==> config.mk <==
export PLATFORM = sky130hd
export DESIGN_NAME = shift_queue_with_search
export DESIGN_NICKNAME = d
export VERILOG_FILES = /design/src/rtl/core/sqs_pkg.sv /design/src/rtl/core/sqs_cell.sv /design/src/rtl/core/sqs_chain.sv /design/src/rtl/core/shift_queue_with_search.sv
export SDC_FILE = /design/constraint.sdc
export NUM_CORES = 1
export LEC_CHECK = 0
export BUFFER_PORTS_ARGS = -buffer_cell sky130_fd_sc_hd__buf_2
export CAP_MARGIN = 20
export CORE_MARGIN = 4
export CORE_UTILIZATION = 40
export DETAILED_ROUTE_END_ITERATION = 10
export PLACE_DENSITY = 0.56
export SLEW_MARGIN = 5
export SYNTH_ARGS = -nofsm -noshare
export SYNTH_HDL_FRONTEND = slang
export SYNTH_SLANG_ARGS = --single-unit
==> constraint.sdc <==
create_clock -name clk -period 9 [get_ports clk]
set_input_delay 1.8 -clock clk [delete_from_list [all_inputs] [get_ports clk]]
set_output_delay 1.8 -clock clk [all_outputs]
set_load 0.02 [all_outputs]
==> src/rtl/core/sqs_pkg.sv <==
`default_nettype none

package sqs_pkg;

    localparam int DEPTH  = 16;
    localparam int IDX_W  = (DEPTH > 1) ? $clog2(DEPTH) : 1;
    localparam int CNT_W  = $clog2(DEPTH + 1);
    localparam int DATA_W = 32;
    localparam int POS_W  = 4;
    localparam int STAT_W = 3;
    localparam int CMD_W  = 2;

    localparam logic [CMD_W-1:0] CMD_INSERT   = 2'd0;
    localparam logic [CMD_W-1:0] CMD_DELETE   = 2'd1;
    localparam logic [CMD_W-1:0] CMD_TRAVERSE = 2'd2;
    localparam logic [CMD_W-1:0] CMD_FIND     = 2'd3;

    localparam logic [STAT_W-1:0] ST_INSERTED = 3'd0;
    localparam logic [STAT_W-1:0] ST_FULL     = 3'd1;
    localparam logic [STAT_W-1:0] ST_DELETED  = 3'd2;
    localparam logic [STAT_W-1:0] ST_EMPTY    = 3'd3;
    localparam logic [STAT_W-1:0] ST_FOUND    = 3'd4;
    localparam logic [STAT_W-1:0] ST_NOTFOUND = 3'd5;

    typedef struct packed {
        logic [CMD_W-1:0]         command;
        logic signed [DATA_W-1:0] value;
    } sqs_req_t;

    typedef struct packed {
        logic [STAT_W-1:0]        status;
        logic [POS_W-1:0]         position;
        logic signed [DATA_W-1:0] data;
        logic                     last;
    } sqs_res_t;

    // per-cell controls
    typedef struct packed {
        logic load;
        logic shift;
    } sqs_cell_ctl_t;

    // controller -> chain
    typedef struct packed {
        logic             ins;
        logic             del;
        logic [CNT_W-1:0] count;
        logic [IDX_W-1:0] rd_idx;
    } sqs_chain_ctl_t;

    // chain -> controller
    typedef struct packed {
        logic signed [DATA_W-1:0] head;
        logic signed [DATA_W-1:0] rd_data;
        logic                     hit;
        logic [IDX_W-1:0]         hit_pos;
    } sqs_chain_sts_t;

endpackage

`default_nettype wire

==> src/rtl/core/sqs_cell.sv <==
`default_nettype none

module sqs_cell
    import sqs_pkg::*;
(
    input  wire logic                     clk,
    input  wire sqs_cell_ctl_t            ctl,
    input  wire logic signed [DATA_W-1:0] wr_data,
    input  wire logic signed [DATA_W-1:0] neighbour,
    input  wire logic signed [DATA_W-1:0] probe,
    output logic signed [DATA_W-1:0]      data,
    output logic                          match
);

    logic signed [DATA_W-1:0] data_reg;
    logic signed [DATA_W-1:0] data_next;

    always_comb
    begin
        data_next = data_reg;
        if (ctl.shift)
        begin
            data_next = neighbour;
        end
        else if (ctl.load)
        begin
            data_next = wr_data;
        end
    end

    always_ff @(posedge clk)
    begin
        data_reg <= data_next;
    end

    assign data  = data_reg;
    assign match = (data_reg == probe);

endmodule

`default_nettype wire

==> src/rtl/core/sqs_chain.sv <==
`default_nettype none

module sqs_chain
    import sqs_pkg::*;
(
    input  wire logic                     clk,
    input  wire sqs_chain_ctl_t           ctl,
    input  wire logic signed [DATA_W-1:0] value,
    output sqs_chain_sts_t                sts
);

    logic signed [DATA_W-1:0] cell_data [DEPTH];
    logic [DEPTH-1:0]         cell_hit;

    genvar i;
    generate
        for (i = 0; i < DEPTH; i++)
        begin : g_cell
            localparam logic [IDX_W-1:0] MY_IDX = IDX_W'(i);
            localparam logic [CNT_W-1:0] MY_CNT = CNT_W'(i);

            sqs_cell_ctl_t            cctl;
            logic signed [DATA_W-1:0] nbr;
            logic                     m;

            assign cctl = '{load:  ctl.ins && (ctl.count[IDX_W-1:0] == MY_IDX),
                            shift: ctl.del};

            // top cell keeps its own word on a shift; it lies above count anyway
            if (i == DEPTH - 1)
            begin : g_top
                assign nbr = cell_data[i];
            end
            else
            begin : g_mid
                assign nbr = cell_data[i+1];
            end

            sqs_cell u_cell (
                .clk       (clk),
                .ctl       (cctl),
                .wr_data   (value),
                .neighbour (nbr),
                .probe     (value),
                .data      (cell_data[i]),
                .match     (m)
            );

            assign cell_hit[i] = m && (MY_CNT < ctl.count);
        end
    endgenerate

    // newest match wins
    always_comb
    begin
        sts.head    = cell_data[0];
        sts.rd_data = cell_data[ctl.rd_idx];
        sts.hit     = |cell_hit;
        sts.hit_pos = '0;
        for (int k = 0; k < DEPTH; k++)
        begin
            if (cell_hit[k])
            begin
                sts.hit_pos = IDX_W'(k);
            end
        end
    end

endmodule

`default_nettype wire

==> src/rtl/core/shift_queue_with_search.sv <==
// Insert, delete and find: result strobed in the cycle after the start beat,
// and a new beat may follow in the next cycle (one item per cycle).
// Traverse of n stored entries: n result beats in consecutive cycles, the first
// in the cycle after start; busy rises with the first beat, drops with the last.
// The listing walks one cell of the chain per cycle through the read select.
// Reset clears the count and the listing state; the word cells are not cleared.
`default_nettype none

module shift_queue_with_search
    import sqs_pkg::*;
(
    input  wire logic     clk,
    input  wire logic     rst_n,
    input  wire logic     start,
    input  wire sqs_req_t request,
    output logic          busy,
    output logic          result_valid,
    output sqs_res_t      result
);

    logic [CNT_W-1:0] count_reg, count_next;
    logic             trav_reg, trav_next;
    logic [IDX_W-1:0] tidx_reg, tidx_next;
    logic             strobe_reg, strobe_next;
    sqs_res_t         res_reg, res_next;

    sqs_chain_ctl_t   cctl;
    sqs_chain_sts_t   csts;

    logic             accept;
    logic [CNT_W-1:0] cnt_dec;

    assign accept  = start && !trav_reg;
    assign cnt_dec = count_reg - CNT_W'(1);

    sqs_chain u_chain (
        .clk   (clk),
        .ctl   (cctl),
        .value (request.value),
        .sts   (csts)
    );

    // chain controls; the newest entry is read on the traverse start beat
    always_comb
    begin
        cctl.ins    = accept && (request.command == CMD_INSERT)
                      && (count_reg != CNT_W'(DEPTH));
        cctl.del    = accept && (request.command == CMD_DELETE) && (count_reg != '0);
        cctl.count  = count_reg;
        cctl.rd_idx = trav_reg ? tidx_reg : cnt_dec[IDX_W-1:0];
    end

    always_comb
    begin
        count_next   = count_reg;
        trav_next    = trav_reg;
        tidx_next    = tidx_reg;
        strobe_next  = 1'b0;
        res_next     = '0;

        if (trav_reg)
        begin
            strobe_next       = 1'b1;
            res_next.status   = ST_FOUND;
            res_next.position = POS_W'(tidx_reg);
            res_next.data     = csts.rd_data;
            res_next.last     = (tidx_reg == '0);
            trav_next         = (tidx_reg != '0);
            tidx_next         = tidx_reg - IDX_W'(1);
        end
        else if (accept)
        begin
            strobe_next   = 1'b1;
            res_next.last = 1'b1;
            unique case (request.command)
                CMD_INSERT:
                begin
                    if (count_reg == CNT_W'(DEPTH))
                    begin
                        res_next.status = ST_FULL;
                    end
                    else
                    begin
                        res_next.status   = ST_INSERTED;
                        res_next.position = POS_W'(count_reg[IDX_W-1:0]);
                        count_next        = count_reg + CNT_W'(1);
                    end
                end
                CMD_DELETE:
                begin
                    if (count_reg == '0)
                    begin
                        res_next.status = ST_EMPTY;
                    end
                    else
                    begin
                        res_next.status = ST_DELETED;
                        res_next.data   = csts.head;
                        count_next      = cnt_dec;
                    end
                end
                CMD_TRAVERSE:
                begin
                    if (count_reg == '0)
                    begin
                        res_next.status = ST_EMPTY;
                    end
                    else
                    begin
                        // newest entry goes out on this beat, the rest follow
                        res_next.status   = ST_FOUND;
                        res_next.position = POS_W'(cnt_dec[IDX_W-1:0]);
                        res_next.data     = csts.rd_data;
                        res_next.last     = (cnt_dec == '0);
                        trav_next         = (cnt_dec != '0);
                        tidx_next         = cnt_dec[IDX_W-1:0] - IDX_W'(1);
                    end
                end
                CMD_FIND:
                begin
                    if (csts.hit)
                    begin
                        res_next.status   = ST_FOUND;
                        res_next.position = POS_W'(csts.hit_pos);
                    end
                    else
                    begin
                        res_next.status = ST_NOTFOUND;
                    end
                end
            endcase
        end
    end

    always_ff @(posedge clk or negedge rst_n)
    begin
        if (!rst_n)
        begin
            count_reg  <= '0;
            trav_reg   <= 1'b0;
            tidx_reg   <= '0;
            strobe_reg <= 1'b0;
        end
        else
        begin
            count_reg  <= count_next;
            trav_reg   <= trav_next;
            tidx_reg   <= tidx_next;
            strobe_reg <= strobe_next;
        end
    end

    always_ff @(posedge clk)
    begin
        res_reg <= res_next;
    end

    assign busy         = trav_reg;
    assign result_valid = strobe_reg;
    assign result       = res_reg;

endmodule

`default_nettype wire

==> impl_metrics.csv <==
group,metric,value,unit
detailed_routing,wl_per_cell,33.12,µm
synthesis,syn-num-nets,2589,
status,status,"finished clean",
synthesis,yosysTopAreaCell,"edfxtp_1",
layout,largest_reg_flops,512,
global_route,antenna_found_initial,7,
floorplanning,core_area,80680,µm²
clock_network,htree_levels,3,
critical_path,setup.worst_path.start_class,"input port",
floorplanning,die_h,293.5,µm
layout,area_growth,9.052,%
critical_path,setup.reg_to_reg.worst_slack,4.59,ns
critical_path,crit_chain,"buf_2 -> inv_1 -> ha_1 -> inv_1 -> a31oi_1 -> nand2_1 -> nor3_1 -> nand2_1 -> nand2_2",
sta,rsz0062_at_grt,"false",
detailed_routing,via_per_inst,6.139,
synthesis,seq_area_frac_synth,50.47,%
floorplanning,die_w,293.5,µm
sta,hold_viol_final,0,
power_and_ir_drop,irDropWorstVdd,0.0003054,V
synthesis,synth_commonest_cells,"512 x edfxtp_1, 481 x a21o_1, 410 x xor2_1",
clock_network,post_cts_buffers,0,
power_and_ir_drop,leakage,14.07,nW
power_and_ir_drop,powerDensity,307.0,nW/µm²
layout,fillCellCount,7463,
sta,fmax,0.2162,GHz
detailed_routing,post-route-drc-count,0,
sta,tightest_slew,1.142,ns
critical_path,slowest_stage,"nand2_2",
floorplanning,start_util,40.40,%
synthesis,netlist_area,32590,µm²
global_route,overflow,0,
critical_path,crit_path_end_kind,"flip-flop",
flow_run,drv_cap,0,
synthesis,netlist_instances,2541,
clock_network,clock-root-buffer,"clkbuf_16",
clock_network,cts_tree,"yes",
sta,final.setup.tns,0,ns
detailed_routing,vias,22034,
synthesis,synth_cell_types,57,
sta,timing.final.crit_share,51.40,%
synthesis,yosysMostFrequentCell,"edfxtp_1",
sta,finalSetupViolations,0,
clock_network,cts_buffers,68,
clock_network,clk_pin_slew,0.05,ns
global_route,grt_usage,27.09,%
sta,drv_slew,0,
sta,layout_setup_ws,4.374,ns
critical_path,path_delay_family,"simple AND/OR/NAND/NOR gates",
global_route,grt_max_degree,207,
synthesis,syn_area_per_cell,12.83,µm²
synthesis,synth_async_sr_flop_share,1.954,%
clock_network,clk_latency,0.61,ns
clock_network,ctsHoldBuffers,0,
sta,relSlewSlack,23.61,%
placed_design,dpl.hpwl,87440,µm
floorplanning,num_rows,104,
clock_network,cts_buffer_depth,3,
critical_path,crit_type,"input port to flip-flop",
critical_path,critical_path_required,9.21,ns
detailed_routing,firstDrtPassIters,8,
critical_path,path_max_fanout,32,
critical_path,cp.arrival,4.84,ns
placed_design,io_buffers,78,
synthesis,yosys_warnings,0,
placed_design,place_ws,3.740,ns
clock_network,cts.repair.resized,0,
synthesis,yosysTopAreaCellShare,47.17,%
critical_path,cp_slowest_stage_delay,0.82,ns
synthesis,ys_ff_latch,563,
sta,skew,0.01563,ns
synthesis,synth_area_leaders,"edfxtp_1 47%, a21o_1 11%, xor2_1 11%",
layout,finalNetCount,2525,
floorplanning,boundaryPins,79,
synthesis,yosys_most_used_dff,"edfxtp_1",
detailed_routing,wl,118900,µm
clock_network,cts.sinks,563,
detailed_routing,drtAntennaViolNets,0,
layout,multi_input_area,14920,µm²
layout,layout-drive-gt1-share,15.87,%
critical_path,path_buf_inv,3,
min_path,hold_path.class,"flip-flop to flip-flop",
global_route,grt_pass1_wl,165800,µm
floorplanning,dieArea,86120,µm²
global_route,grt_pass1_vias,21674,
layout,regArea,16450,µm²
detailed_routing,drt_iter0_drc,2752,
placed_design,finalWeightedCongestion,1.017,
synthesis,synth_edf_count,512,
sta,period_needed,4.626,ns
routing by layer:
layer  wire, µm  global-route usage, %  share of wire (%)  vias up
li1           -                      -                  -     9325
met1      49400                  37.09                 42    11355
met2      53410                  41.87                 45     1131
met3       9220                  5.064                7.8      221
met4       6838                  12.88                5.8        2
met5         13                      0              0.011        -
area by class of cell:
cell class	count	area share, %
Multi-Input combinational cell	1717	41.96
Inverter	16	0.1690
Clock inverter	27	0.5738
Timing Repair Buffer	111	2.006
Antenna cell	2	0.01408
Tap cell	1060	3.731
Clock buffer	93	5.259
Sequential cell	563	46.28
layout by cell type (no fill, tap or decap), drive strengths merged, types with 2 or more instances in the layout:
cell type	n
a2111oi	7
nand2	84
xnor2	110
nor3	22
or3	2
o21ai	54
diode	2
dfxtp	40
clkbuf	94
dfrtp	11
edfxtp	512
a311oi	2
a31oi	3
nand4	39
a211oi	2
o211ai	4
mux2	32
nand3	31
nand2b	7
xor2	410
inv	19
a21oi	46
a21o	481
or4	2
buf	110
or2	3
bufinv	2
nor4	104
and2	33
o31ai	6
ha	11
nor2	49
nor2b	3
clkinv	22
mux4	128
mux2i	33
path summary, 6_finish.rpt:
check	startpoint	end	cells after the start
setup / recovery	request[33]	u_chain.g_cell[1].u_cell.data[16]	9
hold / removal	tidx_reg[0]	tidx_reg[0]	2
setup reg to reg	count_reg[0]	u_chain.g_cell[1].u_cell.data[16]	7
hold reg to reg	tidx_reg[0]	tidx_reg[0]	2
max in group asynchronous	rst_n	tidx_reg[2]	1
min in group asynchronous	rst_n	count_reg[0]	1
worst register-to-register path: cells and delay by family (launching register included):
| family | cells | cell delay [ns] |
|---|---|---|
| AND/OR/NAND/NOR | 4 | 1.95 |
| flip-flops | 1 | 0.77 |
| AO/OA/AOI/OAI | 1 | 0.58 |
| adder cells (fa/ha/maj) | 1 | 0.44 |
| buffers and inverters | 1 | 0.23 |
metrics by stage:
step | std cells | area [µm²] | power (mW) | hold slack, ns | util (%)
final | 3589 | 35540 | 10.91 | 0.5107 | 44.06
after global routing | 3587 | 35540 | 11.30 | 0.5611 | 44.05
after CTS | 3584 | 35500 | 10.89 | 0.5116 | 44.01
after detailed placement | 3464 | 33430 | 8.235 | 0.4988 | 41.44
after global placement | 3463 | 33410 | 8.209 | 0.5000 | 41.41
after floorplan | 2541 | 32590 | 6.471 | 0.4631 | -
cell families after synthesis:
family | after synthesis | share of synthesized area (%)
AO/OA/AOI/OAI | 610 | 13.36
XOR/XNOR | 520 | 13.97
adder cells (fa/ha/maj) | 11 | 0.4223
buffers and inverters | 261 | 4.353
flip-flops | 563 | 50.47
multiplexers | 193 | 10.96
AND/OR/NAND/NOR | 383 | 6.457
power breakdown:
| part | leakage [nW] | total, mW | switching [mW] | internal [mW] |
|---|---|---|---|---|
| Combinational | 7.95 | 4.83 | 3.00 | 1.83 |
| Sequential | 5.11 | 3.44 | 0.230 | 3.22 |
| Clock | 1.01 | 2.64 | 1.13 | 1.51 |
No activity file was read; power rests on OpenSTA's default activity.
